===== src/sv/wsm_pkg.sv =====
// ----------------------------------------------------------------------------
// wsm_pkg
// Shared constants and types for the wildcard star pattern match unit.
// ----------------------------------------------------------------------------
package wsm_pkg;

    localparam int PATTERN_MAX = 16;
    localparam int ROW_W       = PATTERN_MAX + 1;
    localparam int ROW_IDX_W   = $clog2(ROW_W);
    localparam int LEN_W       = 5;
    localparam int BYTE_W      = 8;
    localparam int CFG_DATA_W  = 64;
    localparam int CFG_IDX_W   = 2;
    localparam int BYTES_PER_WORD = CFG_DATA_W / BYTE_W;

    localparam logic [BYTE_W-1:0] STAR_BYTE = 8'h2A;
    localparam logic [BYTE_W-1:0] DOT_BYTE  = 8'h2E;

    localparam logic FUNC_START  = 1'b0;
    localparam logic FUNC_APPEND = 1'b1;

    localparam logic [CFG_IDX_W-1:0] CFG_PATTERN_LENGTH = 2'd0;
    localparam logic [CFG_IDX_W-1:0] CFG_PATTERN_LOW    = 2'd1;
    localparam logic [CFG_IDX_W-1:0] CFG_PATTERN_HIGH   = 2'd2;

    // Item broadcast to every cell of the row
    typedef struct packed {
        logic              func;
        logic [BYTE_W-1:0] text_byte;
    } wsm_ctl_t;

    // What one cell hands to its neighbors: its stored flag and its new flag
    typedef struct packed {
        logic old_bit;
        logic new_bit;
    } wsm_link_t;

endpackage


===== src/sv/wsm_cell.sv =====
// ----------------------------------------------------------------------------
// wsm_cell
// One pattern position: holds one match flag of the row and computes its
// next value from the neighbor flags.
// ----------------------------------------------------------------------------
module wsm_cell (
    input  logic                       aclk,
    input  logic                       aresetn,
    input  logic                       advance,
    input  logic                       is_first,
    input  wsm_pkg::wsm_ctl_t          ctl,
    input  logic [wsm_pkg::BYTE_W-1:0] pat_byte,
    input  logic [wsm_pkg::BYTE_W-1:0] prev_byte,
    input  wsm_pkg::wsm_link_t         link_m1,
    input  wsm_pkg::wsm_link_t         link_m2,
    output wsm_pkg::wsm_link_t         link_out
);

    logic row_bit_reg;
    logic row_bit_next;
    logic lit_hit;
    logic prev_hit;
    logic is_star;

    always_comb begin
        lit_hit  = (ctl.text_byte == pat_byte) || (pat_byte == wsm_pkg::DOT_BYTE);
        prev_hit = (ctl.text_byte == prev_byte) || (prev_byte == wsm_pkg::DOT_BYTE);
        is_star  = (pat_byte == wsm_pkg::STAR_BYTE) && !is_first;
        if (ctl.func == wsm_pkg::FUNC_START) begin
            // empty text: a star carries the flag two positions back
            row_bit_next = is_star && link_m2.new_bit;
        end else if (lit_hit) begin
            row_bit_next = link_m1.old_bit;
        end else if (is_star) begin
            row_bit_next = link_m2.new_bit
                         | (prev_hit & (row_bit_reg | link_m2.old_bit));
        end else begin
            row_bit_next = 1'b0;
        end
    end

    always_ff @(posedge aclk) begin
        if (!aresetn) begin
            row_bit_reg <= 1'b0;
        end else if (advance) begin
            row_bit_reg <= row_bit_next;
        end
    end

    assign link_out.old_bit = row_bit_reg;
    assign link_out.new_bit = row_bit_next;

endmodule


===== src/sv/wildcard_star_pattern_match_unit.sv =====
// ----------------------------------------------------------------------------
// wildcard_star_pattern_match_unit
// Streams text bytes against a configured pattern with '.' and '*' and
// reports after every item whether the whole text matches the whole pattern.
// ----------------------------------------------------------------------------
//
//   channel  direction  handshake         payload
//   s_       in         s_valid/s_ready   s_func, s_text_byte
//   m_       out        m_valid/m_ready   m_matched
//   cfg_     in         cfg_we            cfg_index, cfg_data
//
// One item per cycle: the row of match flags lives in a chain of cells, one
// per pattern position, and each accepted item updates the whole row in the
// cycle it is accepted; the result is registered and shows in the cycle after.
// Reset is synchronous and active low; it loads the row with only bit zero set
// and clears the pattern registers. An item is accepted whenever the output
// register is empty or is drained in the same cycle, so a stall on m_ only
// backs up s_ once the single result register is full.
// ----------------------------------------------------------------------------
module wildcard_star_pattern_match_unit (
    input  logic                           aclk,
    input  logic                           aresetn,
    // configuration
    input  logic                           cfg_we,
    input  logic [wsm_pkg::CFG_IDX_W-1:0]  cfg_index,
    input  logic [wsm_pkg::CFG_DATA_W-1:0] cfg_data,
    // input items
    input  logic                           s_valid,
    output logic                           s_ready,
    input  logic                           s_func,
    input  logic [wsm_pkg::BYTE_W-1:0]     s_text_byte,
    // result items
    output logic                           m_valid,
    input  logic                           m_ready,
    output logic                           m_matched
);

    localparam int PM = wsm_pkg::PATTERN_MAX;
    localparam int BW = wsm_pkg::BYTE_W;
    localparam int BPW = wsm_pkg::BYTES_PER_WORD;

    // configuration registers
    logic [wsm_pkg::LEN_W-1:0]      pattern_length_reg;
    logic [wsm_pkg::CFG_DATA_W-1:0] pattern_low_reg;
    logic [wsm_pkg::CFG_DATA_W-1:0] pattern_high_reg;

    always_ff @(posedge aclk) begin
        if (!aresetn) begin
            pattern_length_reg <= '0;
            pattern_low_reg    <= '0;
            pattern_high_reg   <= '0;
        end else if (cfg_we) begin
            unique case (cfg_index)
                wsm_pkg::CFG_PATTERN_LENGTH: pattern_length_reg <= cfg_data[wsm_pkg::LEN_W-1:0];
                wsm_pkg::CFG_PATTERN_LOW:    pattern_low_reg    <= cfg_data;
                wsm_pkg::CFG_PATTERN_HIGH:   pattern_high_reg   <= cfg_data;
                default: ; // drop writes to unused indexes
            endcase
        end
    end

    // split the pattern words into bytes, byte 0 in the low word's low bits
    logic [BW-1:0] pat_bytes [0:PM-1];

    always_comb begin
        for (int k = 0; k < PM; k++) begin
            if (k < BPW) begin
                pat_bytes[k] = pattern_low_reg[(k % BPW)*BW +: BW];
            end else begin
                pat_bytes[k] = pattern_high_reg[(k % BPW)*BW +: BW];
            end
        end
    end

    // handshake: advance the row on every accepted item
    logic advance;
    logic m_valid_reg;
    logic m_valid_next;
    logic m_matched_reg;
    logic m_matched_next;

    assign s_ready = !m_valid_reg || m_ready;
    assign advance = s_valid && s_ready;

    wsm_pkg::wsm_ctl_t ctl;
    assign ctl.func      = s_func;
    assign ctl.text_byte = s_text_byte;

    // position zero: set for the empty text, clear once any byte is appended
    logic row0_reg;
    logic row0_next;

    assign row0_next = (s_func == wsm_pkg::FUNC_START);

    always_ff @(posedge aclk) begin
        if (!aresetn) begin
            row0_reg <= 1'b1;
        end else if (advance) begin
            row0_reg <= row0_next;
        end
    end

    // chain of cells, one per pattern position
    wsm_pkg::wsm_link_t links [0:PM];
    wsm_pkg::wsm_link_t no_link;

    assign links[0].old_bit = row0_reg;
    assign links[0].new_bit = row0_next;
    assign no_link          = '0;

    for (genvar j = 1; j <= PM; j++) begin : g_cell
        if (j == 1) begin : g_first
            wsm_cell u_cell (
                .aclk      (aclk),
                .aresetn   (aresetn),
                .advance   (advance),
                .is_first  (1'b1),
                .ctl       (ctl),
                .pat_byte  (pat_bytes[j-1]),
                .prev_byte (pat_bytes[j-1]),
                .link_m1   (links[j-1]),
                .link_m2   (no_link),
                .link_out  (links[j])
            );
        end else begin : g_rest
            wsm_cell u_cell (
                .aclk      (aclk),
                .aresetn   (aresetn),
                .advance   (advance),
                .is_first  (1'b0),
                .ctl       (ctl),
                .pat_byte  (pat_bytes[j-1]),
                .prev_byte (pat_bytes[j-2]),
                .link_m1   (links[j-1]),
                .link_m2   (links[j-2]),
                .link_out  (links[j])
            );
        end
    end

    // pick the flag at the configured length, clamped to the row
    logic [wsm_pkg::ROW_W-1:0]     row_next;
    logic [wsm_pkg::ROW_IDX_W-1:0] len_sel;

    always_comb begin
        for (int j = 0; j <= PM; j++) begin
            row_next[j] = links[j].new_bit;
        end
        if (pattern_length_reg > wsm_pkg::LEN_W'(PM)) begin
            len_sel = wsm_pkg::ROW_IDX_W'(PM);
        end else begin
            len_sel = wsm_pkg::ROW_IDX_W'(pattern_length_reg);
        end
    end

    // output register: load on accept, hold while stalled, drop when taken
    always_comb begin
        m_valid_next   = m_valid_reg;
        m_matched_next = m_matched_reg;
        if (advance) begin
            m_valid_next   = 1'b1;
            m_matched_next = row_next[len_sel];
        end else if (m_ready) begin
            m_valid_next   = 1'b0;
        end
    end

    always_ff @(posedge aclk) begin
        if (!aresetn) begin
            m_valid_reg <= 1'b0;
        end else begin
            m_valid_reg <= m_valid_next;
        end
    end

    always_ff @(posedge aclk) begin
        m_matched_reg <= m_matched_next;
    end

    assign m_valid   = m_valid_reg;
    assign m_matched = m_matched_reg;

endmodule


===== config.mk =====
export PLATFORM = sky130hd
export DESIGN_NAME = wildcard_star_pattern_match_unit
export DESIGN_NICKNAME = d
export VERILOG_FILES = /design/src/sv/wsm_pkg.sv /design/src/sv/wsm_cell.sv /design/src/sv/wildcard_star_pattern_match_unit.sv
export SDC_FILE = /design/constraint.sdc
export NUM_CORES = 1
export LEC_CHECK = 0
export ABC_CLOCK_PERIOD_IN_PS = 3960
export BUFFER_PORTS_ARGS = -buffer_cell sky130_fd_sc_hd__buf_2
export CORE_UTILIZATION = 50
export CTS_BUF_LIST = sky130_fd_sc_hd__clkbuf_4 sky130_fd_sc_hd__clkbuf_8
export CTS_CLUSTER_DIAMETER = 60
export DETAILED_ROUTE_END_ITERATION = 16
export HOLD_SLACK_MARGIN = 0.05
export PLACE_DENSITY = 0.79
export REMOVE_ABC_BUFFERS = 1
export SYNTH_ARGS = -nofsm -noshare
export SYNTH_HDL_FRONTEND = slang
export SYNTH_SLANG_ARGS = --single-unit

===== constraint.sdc =====
create_clock -name aclk -period 3.96 [get_ports aclk]
set_input_delay 0.396 -clock aclk [delete_from_list [all_inputs] [get_ports aclk]]
set_output_delay 0.396 -clock aclk [all_outputs]
set_load 0.01 [all_outputs]

* Word-level counts from Yosys, hierarchy flattened *
Cells that the tools add are included.

word-level totals
  flip-flop bits (word level) = 152
  bits of input ports = 80
  output and inout port bits = 3

cells by class
  order comparisons = 2
  equality and inequality tests = 49
  mux-type cells = 52
  bitwise operators = 46
  reductions and logical operators = 39

operator list
  cell                count
  $eq 8x6->1 const B  31
  $eq 8x8->1          16
  $mux 1              50
  $or 1x1->1          30
  $logic_or 1x1->1    17
  $logic_and 1x1->1   16
  $and 1x1->1         15
  $lt 5x6->1 const B  1
  $reduce_and 2->1    3
  $bmux 1 s5          1
  $gt 5x5->1 const B  1
  $mux 5              1
  $eq 2x1->1 const B  1
  $eq 2x2->1 const B  1
  $logic_not 2->1     1
  $reduce_bool 2->1   1
  $logic_not 1->1     1
  $not 1->1           1

* Longest topological paths before layout *
Gate-level depths: netlist (run 1).

  depth in word-level cells = 37
  depth in mapped cells = 12

* Hierarchy *
From an unflattened synthesis (run 1), not the netlist that was laid out.

unflattened totals
  cells, all modules = 1268
  area, all modules = 10736.5 µm²

by module, submodules not included
  module                            instances  cells each  area an instance (µm²)  sequential area each (µm²)
  wsm_cell                          16         41          341.6                   20.0
  wildcard_star_pattern_match_unit  1          612         5271.3                  2732.6

* Worst setup path before layout (run 1) *
No wires, ideal clock.

  path kind = input to register
  from = in s_text_byte[2] (netlist bit)
  to = reg m_matched_reg, in the netlist m_matched, data pin
  data arrival time = 2.751 ns
  required time = 3.790 ns
  slack = 1.039 ns
  stages on the path = 11
  path buffers = 1
  cell sequence = buf_2 -> xor2_1 -> nor4_1 -> nand2_1 -> a2bb2o_4 -> o311a_1 -> a211oi_2 -> o32a_2 -> a21oi_1 -> o32a_1 -> a311oi_2

on the way
  word-level cells in the longest chain between the ends = 37

ends and longest elaborated chain
  item                              line                                     text
  start, declared                   wildcard_star_pattern_match_unit.sv:31   input logic [wsm_pkg::BYTE_W-1:0] s_text_byte,
  $eq 8x8->1                        wsm_cell.sv:26, wsm_cell.sv:27
  $logic_or 1x1->1                  wsm_cell.sv:26, wsm_cell.sv:27
  $and 1x1->1                       wsm_cell.sv:36                           | (prev_hit & (row_bit_reg | link_m2.old_bit));
  $or 1x1->1                        wsm_cell.sv:36
  $mux 1                            wsm_cell.sv:34                           end else if (is_star) begin
  $mux 1                            wsm_cell.sv:32                           end else if (lit_hit) begin
  $mux 1                            wsm_cell.sv:29                           if (ctl.func == wsm_pkg::FUNC_START) begin
  $or 1x1->1                        wsm_cell.sv:36
  [... 21 more ...]                 n/a
  $mux 1                            wsm_cell.sv:32
  $mux 1                            wsm_cell.sv:29
  $or 1x1->1                        wsm_cell.sv:36
  $mux 1                            wsm_cell.sv:34
  $mux 1                            wsm_cell.sv:32
  $mux 1                            wsm_cell.sv:29
  $bmux 1 s5 (*)                    wildcard_star_pattern_match_unit.sv:162  m_matched_next = row_next[len_sel];
  $mux 1 (implied by the code) (*)  wildcard_star_pattern_match_unit.sv:162
  end signal, assigned              wildcard_star_pattern_match_unit.sv:177  m_matched_reg <= m_matched_next;
  end, declared                     wildcard_star_pattern_match_unit.sv:79   logic m_matched_reg;

Every way passes the cells marked *; elsewhere a longest branch is shown, timed or not. The select of a mux whose other input is x is not followed.
A chain may end at the register's enable or synchronous reset.

* Final worst setup path (run 1) *
  from = in s_text_byte[7] (netlist bit)
  to = reg m_matched_reg, in the netlist m_matched, data pin

Same word-level chain as after synthesis.

==> flow_summary.json, run 1 <==
{
  "synth-edff-count": 1,
  "yosys.area.top_type": "dfxtp_1",
  "multi_input_comb_area_sq_mm": 0.00520,
  "dpl_worst_slack_ns": 0.361,
  "die_w_microns": 133,
  "register_area_sq_mm": 0.00305,
  "synthTopCellsByArea": "dfxtp_1 35%, nand2_1 13%, a21boi_0 12%, xnor2_1 7.4%, xor2_1 5.5%",
  "first_global_vias": 7455,
  "tightest_slew_ns": 0.927,
  "ys_seq_elements": 152,
  "clkTransAtPathRegs_ns": 0.09,
  "die_y_microns": 133,
  "clock-root-buffer": "clkbuf_8",
  "diodes": 0,
  "die-area_sq_mm": 0.0177,
  "grt_max_degree": 105,
  "crit_path_end_kind": "register",
  "post-route-util_pct": 57.8,
  "setup_tns_ns": 0,
  "drcViolationCount": 0,
  "port-buffer-count": 82,
  "fill_cells": 1541,
  "min_period_ns": 3.15,
  "path_max_fanout": 13,
  "cp.arrival_ns": 3.37,
  "slew_headroom_pct": 38.1,
  "critPathRequiredTime_ns": 4.17,
  "max-cap-violations": 0,
  "grt_pass1_wl_microns": 38600,
  "ys_warn_count": 0,
  "seq_area_frac_synth_pct": 35.5,
  "h-tree-depth": 4,
  "startpoint_type": "input pin",
  "dr.pass1.iters": 5,
  "hpwlAfterDp_microns": 16600,
  "post_cts_resized": 0,
  "grtUsageTotal_pct": 27.9,
  "clock_path_buffers": 2,
  "nNetsFinal": 1220,
  "detail-route-antenna-nets": 0,
  "synth_flop_cell": "dfxtp_1",
  "min_path_type": "in -> reg",
  "slew_violations": 0,
  "drive_gt1_share_pct": 14.2,
  "synth_cell_type_count": 81,
  "hold_viol_final": 0,
  "cellLeakagePower_uw": 0.00337,
  "vias": 7796,
  "drt_wl_total_microns": 23600,
  "vdd_drop_max_uv": 222,
  "start_util_pct": 51.4,
  "antenna_found_initial": 0,
  "holdWs_ns": 0.175,
  "avgRoutedWirePerCell_microns": 17.2,
  "cts_inserted_buffers": 17,
  "drt_iter0_drc": 578,
  "vias_per_cell": 5.68,
  "fin_ws_ns": 0.806,
  "synth.cells.most_frequent": "298 x nand2_1, 151 x dfxtp_1, 136 x a21boi_0",
  "grt_overflow": 0,
  "area_growth_pct": 12.5,
  "cts.hold.buffers_added": 0,
  "gp_congestion": 0.954,
  "synth_cells": 1082,
  "syn_area_sq_mm": 0.00859,
  "async_flop_share_pct": 0,
  "max_freq_mhz": 317,
  "ioPinCount": 83,
  "fin_crit_sh_pct": 79.6,
  "row_count": 47,
  "synth_top_area_share_pct": 35.2,
  "clock-skew-final_ns": 0.00774,
  "synth.most_common_cell": "nand2_1",
  "path_class": "in -> reg",
  "cellPowerDensity_mw_per_mm2": 356,
  "rsz0062_at_grt": "no",
  "syn_avg_cell_area_sq_um": 7.94,
  "core-area_sq_mm": 0.0167,
  "cts_tree": "built",
  "cts_setup_buffers": 0,
  "cts_sinks": 152,
  "clock_latency_ns": 0.47,
  "status": "complete, no violations",
  "setup_viol": 0
}
==> layer usage <==
metal / wire [microns] / vias to the layer above / track usage (%)
met1: 10900 / 3673 / 37.4
met3: 1410 / 41 / 5.56
li1: - / 3824 / -
met5: 0 / - / 0
met2: 10700 / 258 / 43.9
met4: 554 / 0 / 11.0
==> through the flow <==
step | total power, uW | cell area (sq um) | std cells
3_3_place_gp | 2060 | 9190 | 1341
5_1_grt | 3590 | 9660 | 1373
6_report | 3440 | 9660 | 1373
2_1_floorplan | 1870 | 8300 | 1015
4_1_cts | 3460 | 9660 | 1373
3_5_place_dp | 2070 | 9190 | 1341
==> report_power, final <==
part | switching [uW] | leakage (uW) | internal [uW] | total (uW)
combinational | 228 | 0.00190 | 174 | 402
sequential | 56.1 | 0.00124 | 1580 | 1640
clock | 621 | 0.000231 | 781 | 1400
==> path summary, 6_finish.rpt <==
kind                             start                   end  slack [ns]  cells past startpoint
hold reg to reg   pattern_high_reg[52]  pattern_high_reg[52]        0.49                      2
hold / removal            cfg_data[29]   pattern_low_reg[29]        0.18                      3
setup reg to reg   pattern_low_reg[15]             m_matched        0.83                     10
setup / recovery        s_text_byte[7]             m_matched        0.81                     11
==> critical path: stages <==
cell and delay, ns:
buf_2 0.45, xor2_1 0.14, nor4_1 0.52, nand2_1 0.12
a31o_2 0.26, o21ai_2 0.23, o21ai_0 0.21, a2111oi_0 0.41
o311a_1 0.28, a2bb2oi_1 0.22, a311oi_2 0.11
==> logic make-up (layout without fill, tap and decap cells) <==
kind of cell	Yosys count	after routing	share of synthesized area (%)
multiplexers	3	3	0.350
AO/OA/AOI/OAI	248	248	21.3
AND/OR/NAND/NOR	472	472	25.8
flip-flops	152	152	35.5
XOR/XNOR	127	127	13.0
buffers and inverters	80	151	3.98
==> cells in the final DEF (no fill, tap or decap), types with 4 or more instances in the layout <==
master / netlist / layout
xor2_1: 54 / 54
nand4b_1: 5 / 5
o21ai_0: 22 / 22
nor2b_1: 10 / 10
or4b_1: 5 / 5
nand3_1: 8 / 8
nor2_1: 39 / 38
inv_1: 12 / 12
o211ai_1: 7 / 7
nand2b_1: 7 / 7
bufinv_16: 0 / 5
clkinv_4: 0 / 4
nand3b_1: 4 / 4
nor4b_1: 4 / 4
nor3_1: 11 / 11
a21boi_0: 136 / 136
dfxtp_1: 151 / 151
and2_1: 6 / 6
xnor2_1: 73 / 73
and4_1: 6 / 6
nand2_1: 298 / 298
nor4_1: 20 / 20
buf_2: 9 / 81
buf_4: 8 / 24
nor3b_1: 5 / 5
a21oi_1: 23 / 23
or4b_2: 4 / 4
nand4_1: 21 / 21
a31oi_1: 4 / 4
o22ai_1: 4 / 4
clkbuf_8: 0 / 18
==> layout make-up <==
type | count | share of cell area, %
Clock buffer | 19 | 2.64
Clock inverter | 13 | 2.25
Inverter | 13 | 0.505
Multi-Input combinational cell | 850 | 53.9
Sequential cell | 152 | 31.6
Tap cell | 220 | 2.85
Timing Repair Buffer | 106 | 6.27
Power figures use the tool's default switching activity.
==> run 2: changes to the inputs <==
- ABC_CLOCK_PERIOD_IN_PS: 3960 -> 2600
- PLACE_DENSITY: 0.79 -> 0.82
- clock period: 3.96 -> 2.6 ns (I/O delays scaled with it)
==> run 2 against run 1 <==
Clock skew grew 0.0018 ns. Sequential power up 51%. Largest power group unchanged. Non-clock buffer count grew 207. The flow now finishes with violations (negative setup slack). Flip-flop and latch count is the same. Critical path type is now reg -> reg. Global-route usage is 4.0 points higher.
==> flow_summary.json, run 2 (synthesized netlist as in run 1, its figures left out) <==
{
  "cts_sinks": 152,
  "path_class": "reg -> reg",
  "slew_headroom_pct": 50.4,
  "power_uw": 5060,
  "status": "finished, violations left",
  "min_period_ns": 2.99,
  "fin_ws_ns": -0.390,
  "hpwlAfterDp_microns": 19700,
  "hold_viol_final": 0,
  "multi_input_comb_area_sq_mm": 0.00559,
  "nNetsFinal": 1427,
  "antenna_found_initial": 0,
  "cp.arrival_ns": 3.30,
  "grt_overflow": 0,
  "grt_pass1_wl_microns": 44200,
  "max-cap-violations": 0,
  "diodes": 0,
  "slowest_delay_ns": 0.57,
  "clock-skew-final_ns": 0.00955,
  "postPlaceCellArea_sq_mm": 0.0103,
  "crit_path_end_kind": "register",
  "gp_congestion": 0.993,
  "startpoint_type": "register",
  "clock-root-buffer": "clkbuf_8",
  "drt_wl_total_microns": 28100,
  "vias_per_cell": 5.71,
  "ioPinCount": 83,
  "cts_tree": "built",
  "use_met1_pct": 41.2,
  "rsz0062_at_grt": "yes",
  "h-tree-depth": 4,
  "layout_common_cells": "297 x nand2_1, 160 x buf_4, 138 x dfxtp_1",
  "setup_tns_ns": -1.11,
  "clkTransAtPathRegs_ns": 0.08,
  "area_growth_pct": 36.5,
  "post-route-util_pct": 70.2,
  "path_cells": "or4b_4 -> a2111oi_4 -> a31o_1 -> a31o_4 -> o21ai_4 -> nor4_4 -> buf_4 -> o21ai_4 -> a22oi_2 -> nand3_1 -> a311oi_2",
  "drt_iter0_drc": 876,
  "die-area_sq_mm": 0.0177,
  "min_path_type": "in -> reg",
  "row_count": 47,
  "cellPowerDensity_mw_per_mm2": 431,
  "cts_inserted_buffers": 17,
  "drive_gt1_share_pct": 26.8,
  "violations": "negative setup slack",
  "tightest_slew_ns": 0.743,
  "vias": 9011,
  "cellLeakagePower_uw": 0.00441,
  "final_common_cell": "nand2_1",
  "clock_latency_ns": 0.48,
  "met3_usage_pct": 6.74,
  "fin_area_sq_mm": 0.0117,
  "top_usage_layer": "met2",
  "setup_viol": 7,
  "start_util_pct": 51.4,
  "drcViolationCount": 0,
  "vdd_drop_max_uv": 425,
  "die_y_microns": 133,
  "use_met2_pct": 51.7,
  "cp_slowest_cell": "or4b_4",
  "slew_violations": 0,
  "first_global_vias": 8600,
  "critPathRequiredTime_ns": 2.91,
  "port-buffer-count": 82,
  "fin_crit_sh_pct": 115,
  "max_freq_mhz": 334,
  "detail-route-antenna-nets": 0,
  "die_w_microns": 133,
  "dr.pass1.iters": 9,
  "grt_max_degree": 65,
  "fill_cells": 1290,
  "path_max_fanout": 3,
  "clock_path_buffers": 2,
  "core-area_sq_mm": 0.0167,
  "avgRoutedWirePerCell_microns": 17.8,
  "register_area_sq_mm": 0.00307,
  "crit_top_cell": "o21ai_4",
  "grtUsageTotal_pct": 31.9
}
-- run 2: cell count changes in the layout (fill, tap and decap cells not counted), sizes merged --
cell         change
clkinvlp         +2
dlygate4sd3     +62
bufinv           -4
clkinv           +2
inv              -1
buf            +145
-- run 2: final cells by class --
class / instances / share of cell area, %
Clock inverter: 12 / 0.886
Timing Repair Buffer: 313 / 20.3
Inverter: 13 / 0.416
Multi-Input combinational cell: 850 / 47.6
Tap cell: 220 / 2.35
Sequential cell: 152 / 26.2
Clock buffer: 19 / 2.18
-- run 2: stage by stage --
| step | hold WS, ns | instances | setup slack [ns] |
|---|---|---|---|
| 2_1_floorplan | 0.349 | 1015 | -0.227 |
| 3_3_place_gp | 0.473 | 1478 | -0.547 |
| 3_5_place_dp | 0.484 | 1478 | -0.549 |
| 4_1_cts | 0.0507 | 1574 | -0.341 |
| 5_1_grt | 0.0672 | 1579 | -0.489 |
| 6_report | 0.0789 | 1579 | -0.390 |
-- run 2: repair_timing --
action | in CTS | in global routing
pin swaps | 29 | 24
hold buffers | 62 | 0
gates resized for setup | 32 | 60
endpoints found under the setup margin | 8 | 11
buffers inserted | 3 | 7
hold endpoints to repair | 113 | 0
-- run 2: critical path, delay by kind of cell, from the launching register on --
kind                   cells  cell delay, ns
AOI/OAI and AO/OA          7            1.17
buffers and inverters      1            0.20
DFF                        1            0.37
and+or+nand+nor            3            1.08
-- run 2: power by group --
group          internal, uW  switching, uW  leakage [uW]
Clock                   780            946      0.000177
Sequential             2410           77.0       0.00124
Combinational           420            428       0.00299
-- run 2: metal layers --
layer,up-vias,wire length (microns)
met4,0,947
li1,4248,-
met1,4233,11800
met2,442,12900
met3,88,2420
met5,-,0
-- run 2: final timing paths --
| kind | startpoint | end | slack (ns) | cells after the start |
|---|---|---|---|---|
| max | pattern_low_reg[14] | m_matched | -0.39 | 11 |
| min | cfg_data[0] | pattern_low_reg[0] | 0.08 | 3 |
| max reg2reg | pattern_low_reg[14] | m_matched | -0.39 | 11 |
| min reg2reg | pattern_low_reg[55] | pattern_low_reg[55] | 0.50 | 2 |
==> run 3: changes to the inputs <==
- MAX_ROUTING_LAYER: unset -> met4
==> run 3 against run 2 <==
The flow still finishes with violations (negative setup slack). Cell area shrank 0.50%. Wire length up 1.2%. Die area unchanged. First-iteration DRC count is 5.8% higher. Clock power grew 15%. Critical path depth fell by 1. Core utilization fell by 0.35 points. Worst hold slack worse by 0.015 ns. Count of clock-buffer cells in the layout fell by 1. Register-to-register slack improved by 0.05 ns. Non-clock buffer count stayed put. Critical endpoint unchanged. Highest routed layer unchanged.
==> flow_summary.json, run 3 (synthesized netlist as in run 1, its figures left out) <==
{
  "die_w_microns": 133,
  "cp.arrival_ns": 3.25,
  "cts_tree": "built",
  "start_util_pct": 51.4,
  "worst-path-buf-inv": 0,
  "fin_crit_sh_pct": 113,
  "slowest_delay_ns": 0.55,
  "worstHoldStart": "cfg_data[18]",
  "path_cells": "or4b_4 -> nor3_4 -> nand2_2 -> a2bb2o_4 -> o311a_4 -> nor3b_2 -> o32a_4 -> a21oi_1 -> o32a_1 -> a311oi_2",
  "ioPinCount": 83,
  "grt_max_degree": 73,
  "max_freq_mhz": 340,
  "first_global_vias": 8797,
  "min_period_ns": 2.94,
  "grt_pass1_wl_microns": 45100,
  "holdWs_ns": 0.0642,
  "clock-root-buffer": "clkbuf_8",
  "cp.depth": 10,
  "clock_path_buffers": 2,
  "reg2reg_depth": 10,
  "numPlacedInstances": 1484,
  "min_path_type": "in -> reg",
  "crit_path_end_kind": "register",
  "die_y_microns": 133,
  "cp-endpoint": "m_matched",
  "r2r_slack_ns": -0.34,
  "antenna_found_initial": 0,
  "violations": "negative setup slack",
  "drcViolationCount": 0,
  "area_growth_pct": 35.8,
  "nNetsFinal": 1427,
  "dr.pass1.iters": 6,
  "detail-route-antenna-nets": 0,
  "cts_inserted_buffers": 17,
  "reg2reg_from": "pattern_low_reg[44]",
  "vias": 8982,
  "hold_viol_final": 0,
  "reg2reg_to": "m_matched",
  "drive_gt1_share_pct": 26.4,
  "die-area_sq_mm": 0.0177,
  "clkTransAtPathRegs_ns": 0.08,
  "clock_latency_ns": 0.48,
  "hpwlAfterDp_microns": 20300,
  "row_count": 47,
  "min_path_cells": 3,
  "vdd_drop_max_uv": 453,
  "grtUsageTotal_pct": 33.7,
  "vias_per_cell": 5.69,
  "drt_iter0_drc": 927,
  "layout_common_cells": "296 x nand2_1, 166 x buf_4, 140 x dfxtp_1",
  "cts_sinks": 152,
  "avgRoutedWirePerCell_microns": 18.0,
  "startpoint_type": "register",
  "cellLeakagePower_uw": 0.00445,
  "critPathRequiredTime_ns": 2.91,
  "h-tree-depth": 4,
  "gp_congestion": 1.05,
  "clock-skew-final_ns": 0.00922,
  "cp_slowest_cell": "or4b_4",
  "final_common_cell": "nand2_1",
  "diodes": 0,
  "drt_wl_total_microns": 28400,
  "rsz0062_at_grt": "yes",
  "grt_overflow": 0,
  "fin_ws_ns": -0.341,
  "cellPowerDensity_mw_per_mm2": 456,
  "fin_cells": 1578,
  "port-buffer-count": 82,
  "max-cap-violations": 0,
  "tightest_slew_ns": 0.763,
  "slew_violations": 0,
  "cp_top_family": "compound AO/OA/AOI/OAI gates",
  "setup_viol": 6,
  "path_max_fanout": 3,
  "slew_headroom_pct": 49.2,
  "crit_start": "pattern_low_reg[44]",
  "path_class": "reg -> reg",
  "core-area_sq_mm": 0.0167,
  "status": "finished, violations left",
  "fill_cells": 1340
}
## run 3: changes by cell type in the layout (fill, tap and decap cells not counted), sizes merged
cell	delta
dlygate4sd3	-4
buf	+4
clkinvlp	-2
clkinv	-1
bufinv	+3
clkbuf	-1
## run 3: tightest hold or removal path: cells and delay by family
kind                   cells  cell delay (ns)
AO/OA/AOI/OAI              1             0.06
AND/OR/NAND/NOR            1             0.05
buffers and inverters      1             0.13
## run 3: where the power goes
group | switching (uW) | internal (uW)
Clock | 944 | 1040
Sequential | 79.6 | 2410
Combinational | 427 | 415
## run 3: cell type report
| cell class | instances | area (sq um) | area share [%] |
|---|---|---|---|
| multi-input cells | 850 | 5480 | 47.0 |
| repair buffers | 313 | 2370 | 20.4 |
| clock inverters | 12 | 178 | 1.52 |
| clock buffers | 18 | 241 | 2.07 |
| flip-flops and latches | 152 | 3070 | 26.3 |
| inverters | 13 | 48.8 | 0.418 |
| well taps | 220 | 275 | 2.36 |
## run 3: per-stage QoR
| stage | power [uW] | setup slack (ns) | TNS (ns) | instance area, sq um | utilization [%] |
|---|---|---|---|---|---|
| 2_1_floorplan | 2850 | -0.227 | -0.754 | 8300 | - |
| 3_3_place_gp | 3250 | -0.603 | -2.60 | 10300 | 61.8 |
| 3_5_place_dp | 3270 | -0.609 | -3.02 | 10300 | 61.8 |
| 4_1_cts | 5300 | -0.332 | -0.673 | 11600 | 69.2 |
| 5_1_grt | 5500 | -0.423 | -1.61 | 11700 | 69.8 |
| 6_report | 5320 | -0.341 | -0.735 | 11700 | 69.8 |
## run 3: worst min path at each step
stage / slack (ns) / to
2_1_floorplan: 0.35 / row0_reg
3_3_place_gp: 0.47 / pattern_high_reg[57]
3_5_place_dp: 0.48 / pattern_low_reg[59]
4_1_cts: 0.05 / pattern_low_reg[12]
5_1_grt: 0.07 / pattern_low_reg[2]
6_report: 0.06 / pattern_high_reg[18]
## run 3: per-layer routing
layer | share of wire (%) | vias to the layer above | track usage [%]
met5 | 0 | - | -
met4 | 3.4 | 0 | 14.4
met3 | 7.7 | 87 | 5.67
met2 | 47 | 389 | 53.8
met1 | 42 | 4261 | 42.0
li1 | - | 4245 | -
## run 3: repair_timing
item	in CTS	in global routing
gates resized for setup	51	21
hold buffers	58	0
pin swaps	24	16
hold endpoints to repair	111	0
setup endpoints to repair	9	9
setup buffers	6	3
